--- config.mk ---
export PLATFORM = sky130hd
export DESIGN_NAME = cascaded_biquad_lowpass_filter
export DESIGN_NICKNAME = d
export VERILOG_FILES = /design/src/rtl/core/cbq_pkg.sv /design/src/rtl/core/cbq_datapath.sv /design/src/rtl/core/cbq_ctrl.sv /design/src/rtl/core/cascaded_biquad_lowpass_filter.sv
export SDC_FILE = /design/constraint.sdc
export NUM_CORES = 2
export LEC_CHECK = 0
export BUFFER_PORTS_ARGS = -buffer_cell sky130_fd_sc_hd__buf_2
export CORE_UTILIZATION = 61
export CTS_CLUSTER_DIAMETER = 50
export DETAILED_ROUTE_END_ITERATION = 10
export HOLD_SLACK_MARGIN = 0.12
export PLACE_DENSITY = 0.77
export SYNTH_ARGS = -nofsm -noshare
export SYNTH_HDL_FRONTEND = slang
export SYNTH_SLANG_ARGS = --single-unit
--- constraint.sdc ---
create_clock -name clk -period 11.8 [get_ports clk]
set_input_delay 1.18 -clock clk [delete_from_list [all_inputs] [get_ports clk]]
set_output_delay 1.18 -clock clk [all_outputs]
set_load 0.01 [all_outputs]
--- src/rtl/core/cbq_pkg.sv ---
// ----------------------------------------------------------------------------
// cbq_pkg: shared types and constants of the cascaded biquad low-pass filter
// Number formats, register indexes, sequencer states and the command and
// status structs that join the controller and the datapath.
// ----------------------------------------------------------------------------
package cbq_pkg;

	// Field and format widths
	localparam int MAX_BIQUADS = 5;
	localparam int SAMPLE_W    = 24;
	localparam int COEF_W      = 20;
	localparam int COEF_FRAC   = COEF_W - 2;
	localparam int STATE_W     = 48;
	localparam int STATE_FRAC  = 8;
	localparam int COUNT_W     = 3;
	localparam int CFG_W       = 3 * COEF_W;
	localparam int CFG_IDX_W   = 3;

	// Section indexes: biquads 0..MAX_BIQUADS-1, the one-pole section last
	localparam int SEC_W    = $clog2(MAX_BIQUADS + 1);
	localparam int BQ_IDX_W = $clog2(MAX_BIQUADS);
	localparam logic [SEC_W-1:0] POLE_SEC = SEC_W'(MAX_BIQUADS);

	// Multiply operand: m + 2*z1 + z2 needs two guard bits plus sign
	localparam int OPND_W = STATE_W + 3;
	localparam int LO_W   = 24;
	localparam int HALF_W = OPND_W - LO_W + 1;
	localparam int PROD_W = HALF_W + COEF_W;
	localparam int ACC_W  = PROD_W + LO_W;

	// Configuration register indexes
	typedef enum logic [CFG_IDX_W-1:0] {
		CFG_BIQUAD_COUNT = 3'd0,
		CFG_POLE_ON      = 3'd1,
		CFG_POLE_COEFS   = 3'd2,
		CFG_BQ0          = 3'd3,
		CFG_BQ1          = 3'd4,
		CFG_BQ2          = 3'd5,
		CFG_BQ3          = 3'd6,
		CFG_BQ4          = 3'd7
	} cfg_idx_t;

	// Sequencer states
	typedef enum logic [2:0] {
		ST_IDLE,
		ST_SEC_LOAD,
		ST_FB,
		ST_ROUND_M,
		ST_SUM,
		ST_FF,
		ST_ROUND_V,
		ST_FINISH
	} state_t;

	// Product select of the shared multiplier
	typedef enum logic [1:0] {
		MUL_A1Z1,
		MUL_A2Z2,
		MUL_GS
	} mul_sel_t;

	// Accumulator operation on the registered product
	typedef enum logic [2:0] {
		ACC_NONE,
		ACC_SUB_LO,
		ACC_SUB_HI,
		ACC_SET_LO,
		ACC_ADD_HI
	} acc_op_t;

	typedef struct packed {
		logic             load_x;
		logic             sec_load;
		logic             mul_en;
		mul_sel_t         mul_sel;
		logic             mul_hi;
		acc_op_t          acc_op;
		logic             round_m;
		logic             sum;
		logic             round_v;
		logic             out_load;
		logic [SEC_W-1:0] sec;
		logic             is_pole;
	} cmd_t;

	typedef struct packed {
		logic               pole_on;
		logic [COUNT_W-1:0] count;
	} status_t;

endpackage

--- src/rtl/core/cbq_datapath.sv ---
// ----------------------------------------------------------------------------
// cbq_datapath: arithmetic and storage of the cascaded biquad filter
// Holds configuration, section states and one shared 28x20 multiplier with a
// wide accumulator, rounding and saturation, all driven by controller commands.
// ----------------------------------------------------------------------------
module cbq_datapath
	import cbq_pkg::*;
(
	input  logic                 clk,
	input  logic                 arst_n,
	input  cmd_t                 cmd,
	output status_t              status,
	input  logic [SAMPLE_W-1:0]  sample_in,
	output logic [SAMPLE_W-1:0]  sample_out,
	input  logic                 cfg_we,
	input  logic [CFG_IDX_W-1:0] cfg_index,
	input  logic [CFG_W-1:0]     cfg_data
);

	// Configuration registers
	logic [COUNT_W-1:0]       biquad_count_q;
	logic                     pole_on_q;
	logic signed [COEF_W-1:0] pole_a1_q, pole_g_q;
	logic signed [COEF_W-1:0] bq_a1_q [MAX_BIQUADS];
	logic signed [COEF_W-1:0] bq_a2_q [MAX_BIQUADS];
	logic signed [COEF_W-1:0] bq_g_q  [MAX_BIQUADS];

	// Section state
	logic signed [STATE_W-1:0] delay_one_q [MAX_BIQUADS+1];
	logic signed [STATE_W-1:0] delay_two_q [MAX_BIQUADS];

	// Working registers
	logic signed [STATE_W-1:0] v_q, m_q, z1_q, z2_q;
	logic signed [OPND_W-1:0]  s_q;
	logic signed [ACC_W-1:0]   acc_q;
	logic signed [PROD_W-1:0]  prod_s1;
	logic [SAMPLE_W-1:0]       out_q;

	logic [BQ_IDX_W-1:0]       bi;
	logic [BQ_IDX_W-1:0]       cfg_slot;
	logic signed [COEF_W-1:0]  a1, a2, g, coef;
	logic signed [OPND_W-1:0]  opnd;
	logic signed [HALF_W-1:0]  half;
	logic signed [ACC_W-1:0]   prod_lo, prod_hi;
	logic signed [ACC_W-1:0]   rnd_m;
	logic [ACC_W-COEF_FRAC-1:0] sh_m;
	logic signed [STATE_W-1:0] sat_m;
	logic signed [OPND_W-1:0]  sum_next;
	logic signed [STATE_W:0]   rnd_out;
	logic [STATE_W-STATE_FRAC:0] sh_out;
	logic [SAMPLE_W-1:0]       sat_out;

	// Status: pole enable and the biquad count clamped to MAX_BIQUADS
	always_comb begin
		status.pole_on = pole_on_q;
		if (biquad_count_q > COUNT_W'(MAX_BIQUADS)) begin
			status.count = COUNT_W'(MAX_BIQUADS);
		end else begin
			status.count = biquad_count_q;
		end
	end

	// Configuration writes
	assign cfg_slot = BQ_IDX_W'(cfg_index - CFG_BQ0);

	always_ff @(posedge clk or negedge arst_n) begin
		if (!arst_n) begin
			biquad_count_q <= '0;
			pole_on_q      <= 1'b0;
			pole_a1_q      <= '0;
			pole_g_q       <= '0;
			for (int i = 0; i < MAX_BIQUADS; i++) begin
				bq_a1_q[i] <= '0;
				bq_a2_q[i] <= '0;
				bq_g_q[i]  <= '0;
			end
		end else if (cfg_we) begin
			case (cfg_index)
				CFG_BIQUAD_COUNT: biquad_count_q <= cfg_data[COUNT_W-1:0];
				CFG_POLE_ON:      pole_on_q <= cfg_data[0];
				CFG_POLE_COEFS: begin
					pole_a1_q <= cfg_data[COEF_W-1:0];
					pole_g_q  <= cfg_data[2*COEF_W-1:COEF_W];
				end
				default: begin
					bq_a1_q[cfg_slot] <= cfg_data[COEF_W-1:0];
					bq_a2_q[cfg_slot] <= cfg_data[2*COEF_W-1:COEF_W];
					bq_g_q[cfg_slot]  <= cfg_data[3*COEF_W-1:2*COEF_W];
				end
			endcase
		end
	end

	// Coefficients of the current section
	assign bi = cmd.is_pole ? '0 : BQ_IDX_W'(cmd.sec);

	always_comb begin
		if (cmd.is_pole) begin
			a1 = pole_a1_q;
			a2 = '0;
			g  = pole_g_q;
		end else begin
			a1 = bq_a1_q[bi];
			a2 = bq_a2_q[bi];
			g  = bq_g_q[bi];
		end
	end

	// Multiplier operand and half select: signed high half, unsigned low half
	always_comb begin
		case (cmd.mul_sel)
			MUL_A1Z1: begin
				opnd = OPND_W'(z1_q);
				coef = a1;
			end
			MUL_A2Z2: begin
				opnd = OPND_W'(z2_q);
				coef = a2;
			end
			default: begin
				opnd = s_q;
				coef = g;
			end
		endcase
		if (cmd.mul_hi) begin
			half = HALF_W'($signed(opnd[OPND_W-1:LO_W]));
		end else begin
			half = {{(HALF_W-LO_W){1'b0}}, opnd[LO_W-1:0]};
		end
	end

	// Align the registered product for the low or high half
	assign prod_lo = ACC_W'(prod_s1);
	assign prod_hi = {prod_s1, {LO_W{1'b0}}};

	// Round the accumulator by the coefficient fraction and saturate
	assign rnd_m = acc_q + (ACC_W'(1) <<< (COEF_FRAC - 1));
	assign sh_m  = rnd_m[ACC_W-1:COEF_FRAC];

	always_comb begin
		if (sh_m[ACC_W-COEF_FRAC-1:STATE_W-1] == {(ACC_W-COEF_FRAC-STATE_W+1){sh_m[STATE_W-1]}})
		begin
			sat_m = sh_m[STATE_W-1:0];
		end else if (sh_m[ACC_W-COEF_FRAC-1]) begin
			sat_m = {1'b1, {(STATE_W-1){1'b0}}};
		end else begin
			sat_m = {1'b0, {(STATE_W-1){1'b1}}};
		end
	end

	// Feed-forward sum: m + 2*z1 + z2 for a biquad, m + z1 for the one-pole
	always_comb begin
		sum_next = OPND_W'(m_q) + OPND_W'(z1_q) + OPND_W'(z2_q);
		if (!cmd.is_pole) begin
			sum_next = sum_next + OPND_W'(z1_q);
		end
	end

	// Final value: round off the state fraction and saturate to a sample
	assign rnd_out = {v_q[STATE_W-1], v_q} + ((STATE_W+1)'(1) <<< (STATE_FRAC - 1));
	assign sh_out  = rnd_out[STATE_W:STATE_FRAC];

	always_comb begin
		if (sh_out[STATE_W-STATE_FRAC:SAMPLE_W-1] ==
			{(STATE_W-STATE_FRAC-SAMPLE_W+2){sh_out[SAMPLE_W-1]}}) begin
			sat_out = sh_out[SAMPLE_W-1:0];
		end else if (sh_out[STATE_W-STATE_FRAC]) begin
			sat_out = {1'b1, {(SAMPLE_W-1){1'b0}}};
		end else begin
			sat_out = {1'b0, {(SAMPLE_W-1){1'b1}}};
		end
	end

	// Working registers, no reset needed
	always_ff @(posedge clk) begin
		if (cmd.load_x) begin
			v_q <= {{(STATE_W-SAMPLE_W-STATE_FRAC){sample_in[SAMPLE_W-1]}}, sample_in,
				{STATE_FRAC{1'b0}}};
		end
		if (cmd.sec_load) begin
			z1_q  <= delay_one_q[cmd.sec];
			z2_q  <= cmd.is_pole ? '0 : delay_two_q[bi];
			acc_q <= {{(ACC_W-STATE_W-COEF_FRAC){v_q[STATE_W-1]}}, v_q, {COEF_FRAC{1'b0}}};
		end
		if (cmd.mul_en) begin
			prod_s1 <= half * coef;
		end
		case (cmd.acc_op)
			ACC_SUB_LO: acc_q <= acc_q - prod_lo;
			ACC_SUB_HI: acc_q <= acc_q - prod_hi;
			ACC_SET_LO: acc_q <= prod_lo;
			ACC_ADD_HI: acc_q <= acc_q + prod_hi;
			default: ;
		endcase
		if (cmd.round_m) begin
			m_q <= sat_m;
		end
		if (cmd.sum) begin
			s_q <= sum_next;
		end
		if (cmd.round_v) begin
			v_q <= sat_m;
		end
		if (cmd.out_load) begin
			out_q <= sat_out;
		end
	end

	// Section state update at the end of each section
	always_ff @(posedge clk or negedge arst_n) begin
		if (!arst_n) begin
			for (int i = 0; i <= MAX_BIQUADS; i++) begin
				delay_one_q[i] <= '0;
			end
			for (int i = 0; i < MAX_BIQUADS; i++) begin
				delay_two_q[i] <= '0;
			end
		end else if (cmd.round_v) begin
			delay_one_q[cmd.sec] <= m_q;
			if (!cmd.is_pole) begin
				delay_two_q[bi] <= z1_q;
			end
		end
	end

	assign sample_out = out_q;

endmodule

--- src/rtl/core/cbq_ctrl.sv ---
// ----------------------------------------------------------------------------
// cbq_ctrl: sequencer of the cascaded biquad filter
// Steps through the active sections for one sample, issues multiply and
// accumulate commands and owns the output valid flag.
// ----------------------------------------------------------------------------
module cbq_ctrl
	import cbq_pkg::*;
(
	input  logic    clk,
	input  logic    arst_n,
	input  logic    in_valid,
	output logic    in_ready,
	output logic    out_valid,
	input  logic    out_ready,
	input  status_t status,
	output cmd_t    cmd
);

	state_t           state_q, state_d;
	logic [2:0]       step_q;
	logic [SEC_W-1:0] sec_q;
	logic             pole_q;
	logic             out_valid_q;
	logic             more_sec;
	logic             out_free;

	// Another section follows the current one
	always_comb begin
		if (pole_q) begin
			more_sec = (status.count != '0);
		end else begin
			more_sec = (COUNT_W'(sec_q + SEC_W'(1)) < status.count);
		end
	end

	assign out_free = !out_valid_q || out_ready;

	// Next state
	always_comb begin
		state_d = state_q;
		case (state_q)
			ST_IDLE: begin
				if (in_valid) begin
					if (status.pole_on || status.count != '0) begin
						state_d = ST_SEC_LOAD;
					end else begin
						state_d = ST_FINISH;
					end
				end
			end
			ST_SEC_LOAD: state_d = ST_FB;
			ST_FB:       if (step_q == 3'd4) state_d = ST_ROUND_M;
			ST_ROUND_M:  state_d = ST_SUM;
			ST_SUM:      state_d = ST_FF;
			ST_FF:       if (step_q == 3'd2) state_d = ST_ROUND_V;
			ST_ROUND_V:  state_d = more_sec ? ST_SEC_LOAD : ST_FINISH;
			ST_FINISH:   if (out_free) state_d = ST_IDLE;
			default:     state_d = ST_IDLE;
		endcase
	end

	// Command outputs
	always_comb begin
		cmd         = '0;
		cmd.mul_sel = MUL_A1Z1;
		cmd.acc_op  = ACC_NONE;
		cmd.sec     = sec_q;
		cmd.is_pole = pole_q;
		case (state_q)
			ST_IDLE:     cmd.load_x = in_valid;
			ST_SEC_LOAD: cmd.sec_load = 1'b1;
			ST_FB: begin
				case (step_q)
					3'd0: begin
						cmd.mul_en = 1'b1;
					end
					3'd1: begin
						cmd.mul_en = 1'b1;
						cmd.mul_hi = 1'b1;
						cmd.acc_op = ACC_SUB_LO;
					end
					3'd2: begin
						cmd.mul_en  = 1'b1;
						cmd.mul_sel = MUL_A2Z2;
						cmd.acc_op  = ACC_SUB_HI;
					end
					3'd3: begin
						cmd.mul_en  = 1'b1;
						cmd.mul_sel = MUL_A2Z2;
						cmd.mul_hi  = 1'b1;
						cmd.acc_op  = ACC_SUB_LO;
					end
					default: cmd.acc_op = ACC_SUB_HI;
				endcase
			end
			ST_ROUND_M: cmd.round_m = 1'b1;
			ST_SUM:     cmd.sum = 1'b1;
			ST_FF: begin
				cmd.mul_sel = MUL_GS;
				case (step_q)
					3'd0: cmd.mul_en = 1'b1;
					3'd1: begin
						cmd.mul_en = 1'b1;
						cmd.mul_hi = 1'b1;
						cmd.acc_op = ACC_SET_LO;
					end
					default: cmd.acc_op = ACC_ADD_HI;
				endcase
			end
			ST_ROUND_V: cmd.round_v = 1'b1;
			ST_FINISH:  cmd.out_load = out_free;
			default: ;
		endcase
	end

	// State, step counter and section pointer
	always_ff @(posedge clk or negedge arst_n) begin
		if (!arst_n) begin
			state_q     <= ST_IDLE;
			step_q      <= '0;
			sec_q       <= '0;
			pole_q      <= 1'b0;
			out_valid_q <= 1'b0;
		end else begin
			state_q <= state_d;
			step_q  <= (state_d == state_q) ? step_q + 3'd1 : 3'd0;

			// Pick the first section on a new transaction
			if (state_q == ST_IDLE && in_valid) begin
				pole_q <= status.pole_on;
				sec_q  <= status.pole_on ? POLE_SEC : '0;
			end

			// Advance to the next biquad
			if (state_q == ST_ROUND_V && more_sec) begin
				pole_q <= 1'b0;
				sec_q  <= pole_q ? '0 : sec_q + SEC_W'(1);
			end

			// Hold the result until the output transaction completes
			if (cmd.out_load) begin
				out_valid_q <= 1'b1;
			end else if (out_ready) begin
				out_valid_q <= 1'b0;
			end
		end
	end

	assign in_ready  = (state_q == ST_IDLE);
	assign out_valid = out_valid_q;

endmodule

--- src/rtl/core/cascaded_biquad_lowpass_filter.sv ---
// ----------------------------------------------------------------------------
// cascaded_biquad_lowpass_filter: top level of the cascaded biquad filter
// One signed 24-bit sample in, one filtered and saturated sample out.
// ----------------------------------------------------------------------------
// Each input transaction runs an optional one-pole section and then up to five
// direct-form-II biquads, all on one shared 28x20 multiplier that forms each
// 48-bit state product as two partial products. Every active section runs
// the state load, five feedback steps, rounding, the feed-forward sum, three
// gain steps and the state update. A finished sample waits while the previous
// result has not been taken. A finished sample sits in the output register
// while the next one is accepted and computed. Coefficients are to be written
// through the configuration port only while the filter is idle; the block
// itself does not enforce this. Section states start at zero and are never
// cleared by a register write.
module cascaded_biquad_lowpass_filter
	import cbq_pkg::*;
(
	input  logic                 clk,
	input  logic                 arst_n,
	input  logic                 s_tvalid,
	output logic                 s_tready,
	input  logic [SAMPLE_W-1:0]  s_tdata,   // [23:0] sample_in
	output logic                 m_tvalid,
	input  logic                 m_tready,
	output logic [SAMPLE_W-1:0]  m_tdata,   // [23:0] sample_out
	input  logic                 cfg_we,
	input  logic [CFG_IDX_W-1:0] cfg_index,
	input  logic [CFG_W-1:0]     cfg_data
);

	cmd_t    cmd;
	status_t status;

	cbq_ctrl u_ctrl (
		.clk       (clk),
		.arst_n    (arst_n),
		.in_valid  (s_tvalid),
		.in_ready  (s_tready),
		.out_valid (m_tvalid),
		.out_ready (m_tready),
		.status    (status),
		.cmd       (cmd)
	);

	cbq_datapath u_datapath (
		.clk        (clk),
		.arst_n     (arst_n),
		.cmd        (cmd),
		.status     (status),
		.sample_in  (s_tdata),
		.sample_out (m_tdata),
		.cfg_we     (cfg_we),
		.cfg_index  (cfg_index),
		.cfg_data   (cfg_data)
	);

	// An accepted sample is being worked on in the next cycle
	assert property (@(posedge clk) disable iff (!arst_n)
		(s_tvalid && s_tready) |=> !s_tready)
		else $error("input accepted twice in a row");

	// A new result never overwrites one that has not been taken
	assert property (@(posedge clk) disable iff (!arst_n)
		cmd.out_load |-> (!m_tvalid || m_tready))
		else $error("pending result overwritten");

	// Every accumulate uses a product formed in the previous cycle
	assert property (@(posedge clk) disable iff (!arst_n)
		(cmd.acc_op != ACC_NONE) |-> $past(cmd.mul_en))
		else $error("accumulate without a fresh product");

endmodule
==> flow_metrics.tcl <==
set metrics [dict create \
    period_share 0.941 \
    grt-ovfl-total 0 \
    critPathLaunchType "flop" \
    drt_iter0_markers 7686 \
    yosys.area.top_type_share 0.245 \
    vias 70200 \
    finClkSkew_ps 58.8 \
    max_freq_mhz 90.1 \
    violations "max-capacitance violations, max-slew violations" \
    coreArea_um2 146000 \
    setup_violations 0 \
    worstPathRequired_ps 12310 \
    slew_headroom -0.0495 \
    ant_nets 0 \
    wl_mm 292 \
    grt_usage 0.394 \
    clockRootBuffer "clkbuf_16" \
    fp.dieW_um 386 \
    synth_mux_area_frac 0.129 \
    post-cts-setup-buffers 0 \
    die_h_um 386 \
    rows 140 \
    grt_max_degree 191 \
    tns_ps 0 \
    holdBufCountCts 0 \
    synth_cell_types 97 \
    drc 0 \
    crit_slowest_cell "mux2i_1" \
    syn2layout_area_growth_pct 8.98 \
    synth_edf_count 387 \
    synth_compound_gate_area_share 0.119 \
    crit_type "flop to flop" \
    vias_per_cell 6.59 \
    yosysSeqAreaShare 0.374 \
    dp_hpwl_mm 210 \
    rsz0062_at_grt "false" \
    hold_path.class "input port to async pin" \
    endpoint "u_datapath.prod_s1[46]" \
    finalHoldViolCount 0 \
    fillCellCount 11000 \
    regToRegStartpoint "u_ctrl.state_q[1]" \
    synth_xor_area_frac 0.0345 \
    cap_violations 1 \
    synth-simple-area-share 0.107 \
    synthAdderAreaFrac 0.183 \
    syn_area_um2 90100 \
    syn_nets 9690 \
    synth.avg_cell_area_um2 10.4 \
    antenna_found_initial 21 \
    cp_common_cell "fa_1" \
    cts.sinks 1270 \
    start_util 0.616 \
    cts_buffers 148 \
    clk_pin_slew_ps 70 \
    regToRegEndpoint "u_datapath.prod_s1[46]" \
    finalCriticalPeriod_ps 11100 \
    cp_max_fo 67 \
    ioPinCount 118 \
    synth_top_family_by_area "adder cells" \
    drive_above_1_share 0.176 \
    synth_top_cell_by_area "dfrtp_1" \
    slew_viol_final 2 \
    synthFlopType "dfrtp_1" \
    wire_per_inst_um 27.4 \
    cp-end-kind "flop" \
    clk_latency_ps 820 \
    die_area_um2 149000 \
    htreeDepth 4 \
    crit_arrival_ps 11610 \
    gp_congestion 1.02 \
    cpPeakStageDelay_ps 970 \
    first_pass_iters 7 \
    worst_slew_pin_slew_ps 1550 \
    port-buffer-count 117 \
    postSynth.asyncResetShare 0.695 \
    cts_resized 0 \
    synth_area_leaders "dfrtp_1 25%, fa_1 13%, edfxtp_1 13%" \
    status "finished with violations" \
    crit_path_start "u_ctrl.state_q[1]" \
    reg2reg_slack_ps 700 \
    ys_warn_count 0 \
    grt_pass1_wl_mm 438 \
    ff2ff_path_depth 32 \
    synthCells 8641 \
    ys_seq_elements 1270 \
    layout.nets 9648 \
    cts_tree "yes" \
    clock_path_buffers 3 \
    grt_pass1_vias 70000 \
]
==> routing by layer <==
layer | wire length (um) | global-route usage | vias to the layer above
met4 | 18500 | 0.220 | 8
met2 | 131000 | 0.604 | 3910
li1 | - | - | 29900
met3 | 30500 | 0.0853 | 854
met1 | 112000 | 0.523 | 35500
met5 | 55 | 0 | -
==> how the worst min path moves through the flow <==
stage                          startpoint               endpoint  slack [ps]  cells after the start
global placement    u_datapath.bq_g_q[47]  u_datapath.bq_g_q[47]         480                      1
floorplan                u_ctrl.step_q[0]       u_ctrl.step_q[0]         460                      1
global route                       arst_n  u_datapath.bq_g_q[12]         470                      1
detailed placement  u_datapath.bq_g_q[50]  u_datapath.bq_g_q[50]         490                      1
CTS                                arst_n  u_datapath.bq_g_q[12]         430                      1
finish                             arst_n  u_datapath.bq_g_q[12]         400                      1
==> critical path, delay by kind of cell, from the launching register on <==
| kind | cells | cell delay [ps] |
|---|---|---|
| flops | 1 | 560 |
| mux | 1 | 970 |
| buf+inv | 7 | 880 |
| xor+xnor | 1 | 100 |
| compound gates | 9 | 3380 |
| simple gates | 6 | 910 |
| fa+ha+maj | 8 | 3940 |
==> layout by cell type (no fill, tap or decap), types with 53 or more instances in the layout <==
cell type	Yosys	routed
mux2_2	909	909
dfrtp_1	883	879
inv_1	793	792
nand2_1	771	766
nor2_1	647	635
fa_1	605	605
a21oi_1	461	453
edfxtp_1	387	387
ha_1	352	352
o21ai_0	293	290
xnor2_1	222	222
nand3_1	174	170
a22oi_1	152	152
clkbuf_16	0	150
a21o_1	149	149
mux2i_1	142	138
xor2_1	131	131
buf_4	3	129
buf_2	17	116
nand2b_1	102	99
o22ai_1	77	77
nand4_1	71	71
a211oi_1	66	66
nor2b_1	63	61
nor3_1	64	56
and3_1	53	53
==> state kept, by name, summed over array words and instances (netlist names), 51 cells and up <==
register,cells
u_datapath.delay_one_q,288
u_datapath.delay_two_q,240
u_datapath.bq_a1_q,100
u_datapath.bq_a2_q,100
u_datapath.bq_g_q,100
u_datapath.acc_q,72
u_datapath.s_q,51
==> cell usage after synthesis, types with 77 or more instances <==
master,n
nand3_1,174
a22oi_1,152
xor2_1,131
clkbuf_1,367
edfxtp_1,387
o21ai_0,293
ha_1,352
inv_1,793
nand2_1,771
o22ai_1,77
nand2b_1,102
fa_1,605
xnor2_1,222
dfrtp_1,883
a21oi_1,461
nor2_1,647
a21o_1,149
mux2i_1,142
mux2_2,909
==> per-stage QoR <==
| stage | instances | setup WS, ps | instance area (um^2) | hold WS [ps] | util |
|---|---|---|---|---|---|
| CTS | 10600 | 1030 | 98100 | 432 | 0.672 |
| floorplan | 8641 | 2830 | 90100 | 460 | - |
| finish | 10700 | 702 | 98100 | 400 | 0.672 |
| global route | 10600 | 308 | 98100 | 472 | 0.672 |
| global placement | 10400 | 1200 | 92800 | 481 | 0.636 |
| detailed placement | 10400 | 1080 | 92800 | 487 | 0.636 |
==> area by class of cell <==
| type | count | area (um^2) | share of cell area |
|---|---|---|---|
| Multi-Input combinational cell | 6133 | 52000 | 0.530 |
| Sequential cell | 1270 | 33700 | 0.344 |
| Clock buffer | 184 | 3980 | 0.0406 |
| Inverter | 793 | 2980 | 0.0304 |
| Tap cell | 1917 | 2400 | 0.0244 |
| Timing Repair Buffer | 253 | 1700 | 0.0174 |
| Clock inverter | 93 | 1300 | 0.0132 |
| Antenna cell | 9 | 22.5 | 0.000229 |
==> kinds of logic after synthesis <==
family | count (synthesis)
XOR/XNOR | 354
adder cells (fa/ha/maj) | 957
AND/OR/NAND/NOR | 2120
multiplexers | 1051
AO/OA/AOI/OAI | 1651
flip-flops | 1270
buffers and inverters | 1238
Power is left out: the tool's default activity adds up to more than one toggle a clock period on the data nets, which glitch-free logic cannot reach.
